`src/hw/rtl/mmhq_pkg.sv`:
```
// ----------------------------------------------------------------------------
// mmhq_pkg
// Shared types and constants of the min-max heap queue: operation and status
// codes, the datapath command set and the datapath status group.
// ----------------------------------------------------------------------------
package mmhq_pkg;

  localparam int DEF_CAPACITY = 1024;
  localparam int KEY_W        = 32;
  localparam int SUM_W        = 64;
  localparam int OP_W         = 2;
  localparam int STAT_W       = 2;

  typedef enum logic [OP_W-1:0] {
    OP_INSERT  = 2'd0,
    OP_POP_MIN = 2'd1,
    OP_POP_MAX = 2'd2,
    OP_NONE    = 2'd3
  } op_t;

  typedef enum logic [STAT_W-1:0] {
    STAT_OK    = 2'd0,
    STAT_FULL  = 2'd1,
    STAT_EMPTY = 2'd2,
    STAT_RSVD  = 2'd3
  } stat_code_t;

  // One command per cycle from the controller to the datapath
  typedef enum logic [4:0] {
    CMD_IDLE,
    CMD_DISPATCH,
    CMD_I_PAR_RD,
    CMD_I_PAR_CMP,
    CMD_I_GP_RD,
    CMD_I_GP_CMP,
    CMD_M2_RD,
    CMD_M3_RD,
    CMD_M_SEL,
    CMD_R_TOP_RD,
    CMD_R_LAST_RD,
    CMD_R_LAST_CAP,
    CMD_SCAN_START,
    CMD_SCAN,
    CMD_DECIDE,
    CMD_G_PAR,
    CMD_WR_HOLE,
    CMD_DONE
  } cmd_t;

  // Datapath status seen by the controller
  typedef struct packed {
    op_t  op;
    logic in_req;
    logic full;
    logic empty;
    logic first_ins;
    logic max_small;
    logic i_gt3;
    logic gp_stop;
    logic c_ok;
    logic scan_more;
    logic keep;
    logic is_child;
    logic out_free;
  } dp_stat_t;

endpackage

```
`src/hw/rtl/mmhq_ctrl.sv`:
```
// ----------------------------------------------------------------------------
// mmhq_ctrl
// Sequencer of the min-max heap queue. Walks insert sift-up and removal
// trickle-down one memory access per cycle and issues datapath commands.
// ----------------------------------------------------------------------------
module mmhq_ctrl (
  input  logic               clk,
  input  logic               rst_n,
  input  mmhq_pkg::dp_stat_t stat,
  output logic               in_stall,
  output mmhq_pkg::cmd_t     cmd
);
  import mmhq_pkg::*;

  typedef enum logic [17:0] {
    S_IDLE       = 18'b000000000000000001,
    S_DISPATCH   = 18'b000000000000000010,
    S_I_PAR_RD   = 18'b000000000000000100,
    S_I_PAR_CMP  = 18'b000000000000001000,
    S_I_GP_RD    = 18'b000000000000010000,
    S_I_GP_CMP   = 18'b000000000000100000,
    S_M2_RD      = 18'b000000000001000000,
    S_M3_RD      = 18'b000000000010000000,
    S_M_SEL      = 18'b000000000100000000,
    S_R_TOP_RD   = 18'b000000001000000000,
    S_R_LAST_RD  = 18'b000000010000000000,
    S_R_LAST_CAP = 18'b000000100000000000,
    S_SCAN_START = 18'b000001000000000000,
    S_SCAN       = 18'b000010000000000000,
    S_DECIDE     = 18'b000100000000000000,
    S_G_PAR      = 18'b001000000000000000,
    S_WR_HOLE    = 18'b010000000000000000,
    S_DONE       = 18'b100000000000000000
  } state_t;

  state_t state_r, state_nxt;

  // Hold the state register
  always_ff @(posedge clk) begin
    if (!rst_n) begin
      state_r <= S_IDLE;
    end else begin
      state_r <= state_nxt;
    end
  end

  assign in_stall = (state_r != S_IDLE);

  // Pick the next step from datapath status
  always_comb begin
    state_nxt = state_r;
    case (state_r)
      S_IDLE: begin
        // Stay idle until a request arrives
        state_nxt = stat.in_req ? S_DISPATCH : S_IDLE;
      end
      S_DISPATCH: begin
        case (stat.op)
          OP_INSERT: begin
            if (stat.full) state_nxt = S_DONE;
            else if (stat.first_ins) state_nxt = S_WR_HOLE;
            else state_nxt = S_I_PAR_RD;
          end
          OP_POP_MIN: begin
            state_nxt = stat.empty ? S_DONE : S_R_TOP_RD;
          end
          OP_POP_MAX: begin
            if (stat.empty) state_nxt = S_DONE;
            else if (stat.max_small) state_nxt = S_R_TOP_RD;
            else state_nxt = S_M2_RD;
          end
          default: state_nxt = S_DONE;
        endcase
      end
      S_I_PAR_RD:   state_nxt = S_I_PAR_CMP;
      S_I_PAR_CMP:  state_nxt = S_I_GP_RD;
      S_I_GP_RD:    state_nxt = stat.i_gt3 ? S_I_GP_CMP : S_WR_HOLE;
      S_I_GP_CMP:   state_nxt = stat.gp_stop ? S_WR_HOLE : S_I_GP_RD;
      S_M2_RD:      state_nxt = S_M3_RD;
      S_M3_RD:      state_nxt = S_M_SEL;
      S_M_SEL:      state_nxt = S_R_TOP_RD;
      S_R_TOP_RD:   state_nxt = S_R_LAST_RD;
      S_R_LAST_RD:  state_nxt = S_R_LAST_CAP;
      S_R_LAST_CAP: state_nxt = S_SCAN_START;
      S_SCAN_START: state_nxt = stat.c_ok ? S_SCAN : S_WR_HOLE;
      S_SCAN:       state_nxt = stat.scan_more ? S_SCAN : S_DECIDE;
      S_DECIDE: begin
        if (stat.keep || stat.is_child) state_nxt = S_WR_HOLE;
        else state_nxt = S_G_PAR;
      end
      S_G_PAR:      state_nxt = S_SCAN_START;
      S_WR_HOLE:    state_nxt = S_DONE;
      S_DONE:       state_nxt = stat.out_free ? S_IDLE : S_DONE;
      default:      state_nxt = S_IDLE;
    endcase
  end

  // Map state to datapath command
  always_comb begin
    case (state_r)
      S_IDLE:       cmd = CMD_IDLE;
      S_DISPATCH:   cmd = CMD_DISPATCH;
      S_I_PAR_RD:   cmd = CMD_I_PAR_RD;
      S_I_PAR_CMP:  cmd = CMD_I_PAR_CMP;
      S_I_GP_RD:    cmd = CMD_I_GP_RD;
      S_I_GP_CMP:   cmd = CMD_I_GP_CMP;
      S_M2_RD:      cmd = CMD_M2_RD;
      S_M3_RD:      cmd = CMD_M3_RD;
      S_M_SEL:      cmd = CMD_M_SEL;
      S_R_TOP_RD:   cmd = CMD_R_TOP_RD;
      S_R_LAST_RD:  cmd = CMD_R_LAST_RD;
      S_R_LAST_CAP: cmd = CMD_R_LAST_CAP;
      S_SCAN_START: cmd = CMD_SCAN_START;
      S_SCAN:       cmd = CMD_SCAN;
      S_DECIDE:     cmd = CMD_DECIDE;
      S_G_PAR:      cmd = CMD_G_PAR;
      S_WR_HOLE:    cmd = CMD_WR_HOLE;
      S_DONE:       cmd = CMD_DONE;
      default:      cmd = CMD_IDLE;
    endcase
  end

endmodule

```
`config.mk`:
```
export PLATFORM = sky130hd
export DESIGN_NAME = mmhq_ctrl
export DESIGN_NICKNAME = d
export VERILOG_FILES = /design/src/hw/rtl/mmhq_pkg.sv /design/src/hw/rtl/mmhq_ctrl.sv
export SDC_FILE = /design/constraint.sdc
export NUM_CORES = 1
export LEC_CHECK = 0
export BUFFER_PORTS_ARGS = -buffer_cell sky130_fd_sc_hd__buf_2
export CAP_MARGIN = 5
export CORE_ASPECT_RATIO = 1.75
export CORE_MARGIN = 1.5
export CORE_UTILIZATION = 30
export DETAILED_ROUTE_END_ITERATION = 10
export PLACE_DENSITY = 0.49
export SYNTH_ARGS = -nofsm -noshare
export SYNTH_HDL_FRONTEND = slang
export SYNTH_SLANG_ARGS = --single-unit
export TNS_END_PERCENT = 50
```
`constraint.sdc`:
```
create_clock -name clk -period 2.8 [get_ports clk]
set_input_delay 0.42 -clock clk [delete_from_list [all_inputs] [get_ports clk]]
set_output_delay 0.42 -clock clk [all_outputs]
set_load 0.02 [all_outputs]
```
# Yosys cells after proc, flatten, opt, wreduce, memory -nomap -nowiden
# Index checks and enable logic that the tools add are counted.
[totals] regBits=18 latch_bits=0 ramBits=0 rom_bits=0 in_bits=16 output_inout_bits=6 wordCells=40 n_memories=0
[classes] n_addsub=0 n_mul=0 div=0 order_cmp=0 eq_ne=21 n_shift=0 muxes=15 bitwise_logic=0 n_reduce_logical=3
[ops] operator="$pmux W18 S17" count=1
[ops] operator="$mux W17" count=5
[ops] operator="$pmux W5 S17" count=1
[ops] operator="$mux W18" count=4
[ops] operator="$pmux W18 S3" count=1
[ops] operator="$eq A18 B1 Y1 const B" count=1
[ops] operator="$eq A18 B10 Y1 const B" count=1
[ops] operator="$eq A18 B11 Y1 const B" count=1
[ops] operator="$eq A18 B12 Y1 const B" count=1
[ops] operator="$eq A18 B13 Y1 const B" count=1
[ops] operator="$eq A18 B14 Y1 const B" count=1
[ops] operator="$eq A18 B15 Y1 const B" count=1
[ops] operator="$eq A18 B16 Y1 const B" count=1
[ops] operator="$eq A18 B17 Y1 const B" count=1
[ops] operator="$eq A18 B18 Y1 const B" count=1
[ops] operator="$eq A18 B2 Y1 const B" count=1
[ops] operator="$eq A18 B3 Y1 const B" count=1
[ops] operator="$eq A18 B4 Y1 const B" count=1
[ops] operator="$eq A18 B5 Y1 const B" count=1
[ops] operator="$eq A18 B6 Y1 const B" count=1
[ops] operator="$eq A18 B7 Y1 const B" count=1
[ops] operator="$eq A18 B8 Y1 const B" count=1
[ops] operator="$eq A18 B9 Y1 const B" count=1
[ops] operator="$ne A18 B1 Y1 const B" count=1
[ops] operator="8 further kinds" count=8

# Logic depth before layout (Yosys ltp)
[logic_depth] depth_word=4 mapped_depth=6 ltp_nobuf=5

# Worst setup path before layout
# Ideal clock, no wire load.
[synth_timing] kind="flip-flop to output port" from="register state_r[2]" to="output port cmd[2]" t_arrival_ns=1.656 required_ns=2.380 path_slack_ns=0.724 path_stages_with_launch=7 n_path_buf=1 cell_sequence="dfxtp_1 > buf_2 > nor4_4 > and4_1 > nor3b_2 > a22oi_1 > nand4bb_1"
[synth_between] elab_chain_len=2 elab_cells_between_ends=18 classes_between="17 x eq/ne; 1 x mux"
[synth_rtl] element="from (decl)" line_no="mmhq_ctrl.sv:36" rtl="state_t state_r, state_nxt;"
[synth_rtl] element="from (signal assigned)" line_no="mmhq_ctrl.sv:43" rtl="state_r <= state_nxt;"
[synth_rtl] element="$eq A18 B18 Y1 (tied with other cells)" line_no="mmhq_ctrl.sv:100" rtl="case (state_r)"
[synth_rtl] element="$pmux W5 S17 *" line_no="mmhq_ctrl.sv:100"
[synth_rtl] element="to (decl)" line_no="mmhq_ctrl.sv:11" rtl="output mmhq_pkg::cmd_t cmd"
# Mark *: on every way between the ends. The rest lies on a longest branch, timed or not.

# Worst setup path in the final report
[layout_timing] from="register state_r[2]" to="output port cmd[3]"
# Same word-level chain as after synthesis.

==> flow_summary.yaml <==
grt:
  grt_max_degree: 10
  antenna_found_initial: 0
  grt_pass1_vias: 1209
  track_usage: 0.165
  grt_overflow: 0
  grt_pass1_wl_microns: 5440
pwr:
  p_leak_nw: 0.517
  p_per_area_nw_per_um2: 388
  ir_drop_mv: 0.222
clocking:
  cts_tree: "done"
  root_buffer: "clkbuf_8"
  ctsResizeCount: 0
  cts_sinks: 18
  hold_buffers: 0
  clock_path_buffers: 2
  cts_setup_buffers: 0
  path_clk_slew_ps: 70
  h-tree-depth: 1
  cts_buffers: 3
  clk_latency_ps: 260
layout:
  regMostFlops: "state_r"
  areaGrowthSynthToFinish_pct: 16.0
  final_net_count: 180
  fin_util: 0.358
  n_antenna_cell: 0
  drive_gt1_frac: 0.204
  reg_top3: "state_r: 18 flops"
  largest_reg_flops: 18
  num-fill-cells: 433
floorplanning:
  ios: 22
  initial_core_util: 0.308
  core_area_sq_um: 3830
  die_height_microns: 86.0
  die_w_microns: 50.4
  dieArea_sq_um: 4330
  rows: 30
worst_setup_path:
  r2r_cells: 5
  cp.required_ps: 2380
  crit_fanout: 8
  startpoint: "state_r[2]$_SDFF_PN0_"
  reg2reg_from: "state_r[0]$_SDFF_PN1_"
  rrSetupSlack_ps: 680
  endpoint_kind: "primary output"
  crit_end: "cmd[3]"
  r2r-end: "state_r[4]$_SDFF_PN0_"
  critPathKind: "flip-flop to primary output"
  arrival_ps: 2150
  startpoint_type: "flip-flop"
synthesis:
  synth_seq_cells: 18
  synth_flop_cell: "dfxtp_1"
  synth_cells: 142
  ys_seq_area_frac: 0.305
  yosysMostFrequentCell: "dfxtp_1"
  synth-edff-count: 0
  yosysTopAreaCellShare: 0.305
  syn-num-nets: 158
  yosys-top-cells-count: "dfxtp_1, nor2_1, nand2_1"
  yosys.area.top_type: "dfxtp_1"
  ys_warn_count: 0
  synth_area_leaders: "dfxtp_1, nor4_4, nor2_1"
  synth_cell_types: 44
  netlist_area_sq_um: 1180
  syn_area_per_cell_sq_um: 8.31
  async_reset_ff_frac: 0
placed_design:
  gp_congestion: 0.778
  dp_hpwl_microns: 2600
  place_ws_ps: 507
  portBuffers: 21
sta:
  fmax_mhz: 389
  rsz0062_at_grt: "false"
  slew_violations: 0
  setup_viol: 0
  max_slew_margin: 0.699
  finalHoldViolCount: 0
  fin_crit_ps: 2570
  fin_worst_skew_ps: 4.52
  fin_ws_ps: 231
  tightest_slew_ps: 448
  tns_ps: 0
  fin_crit_sh: 0.918
detailed_routing:
  drt_pass1_iterations: 4
  ant_nets: 0
  vias_per_cell: 5.51
  wl_per_cell_microns: 15.2
  drt_wl_total_microns: 3200
  drc: 0
  vias: 1158
  drtIter0Drc: 12
flow_run:
  maxCapViolCount: 0
hold_path:
  min_path_type: "primary input to flip-flop"
outcome:
  status: "finished, final reports clean"
[cell families (layout without fill, tap and decap cells)]
logic type,after synthesis,count (layout),synth area share
xor+xnor,7,7,0.0520
simple gates,81,81,0.461
buf+inv,10,30,0.0339
compound gates,26,26,0.147
flops,18,18,0.305
[placed cells by master (no fill, tap or decap), types with 2 or more instances in the layout]
cell type,n
nor4_1,6
o21ai_0,5
dfxtp_1,18
nor3_1,3
nand4_1,3
clkbuf_8,3
nand4b_1,2
a31oi_1,3
nand3b_1,3
o221ai_1,2
and4_1,4
and2_1,2
nand2b_1,6
nor2_1,17
nand2_1,10
nor4_4,4
xnor2_1,4
xor2_1,3
inv_1,6
a21oi_1,6
buf_2,21
nand3_1,4
nor2b_1,3
nor4b_1,4
[per-layer routing]
metal,vias up,GRT usage,share of wire
met2,25,0.311,0.56
met4,0,0.113,0.028
met1,548,0.154,0.38
met5,-,0,0
li1,576,-,-
met3,9,0.0296,0.037
[final cells by class]
| class | count | area, sq um | share of cell area |
|---|---|---|---|
| well taps | 48 | 60.1 | 0.0439 |
| inverters | 6 | 22.5 | 0.0165 |
| multi-input cells | 114 | 779 | 0.569 |
| repair buffers | 21 | 105 | 0.0768 |
| clock buffers | 3 | 41.3 | 0.0302 |
| flip-flops and latches | 18 | 360 | 0.263 |
[critical path: stages, from the launching register on]
cell and delay (ps):
dfxtp_1 390, nor4_4 470, and4_1 290, nor3b_2 270, a22oi_1 170, o221ai_1 100
buf_2 200
[stage by stage]
step	hold WS (ps)	std cells	power, mW	area (sq um)
floorplan	482	142	0.321	1180
global placement	513	207	0.349	1330
detailed placement	509	207	0.352	1330
CTS	329	210	0.537	1370
global route	339	210	0.555	1370
finish	333	210	0.532	1370
[power breakdown]
part	internal, mW	switching [mW]	leakage [nW]
Sequential	0.259	0.00672	0.145
Combinational	0.0340	0.0456	0.350
Clock	0.0958	0.0901	0.0216
Total	0.389	0.142	0.517
[how the worst min path moves through the flow]
stage,start,to,slack (ps),cells after the start
3_5_place_dp,state_r[6]$_SDFF_PN0_,state_r[7]$_SDFF_PN0_,510,2
3_3_place_gp,state_r[6]$_SDFF_PN0_,state_r[7]$_SDFF_PN0_,510,2
5_1_grt,stat[3],state_r[14]$_SDFF_PN0_,340,2
6_report,stat[1],state_r[15]$_SDFF_PN0_,330,2
4_1_cts,stat[2],state_r[15]$_SDFF_PN0_,330,2
2_1_floorplan,state_r[6]$_SDFF_PN0_,state_r[7]$_SDFF_PN0_,480,2
Power figures use the tool's default switching activity.
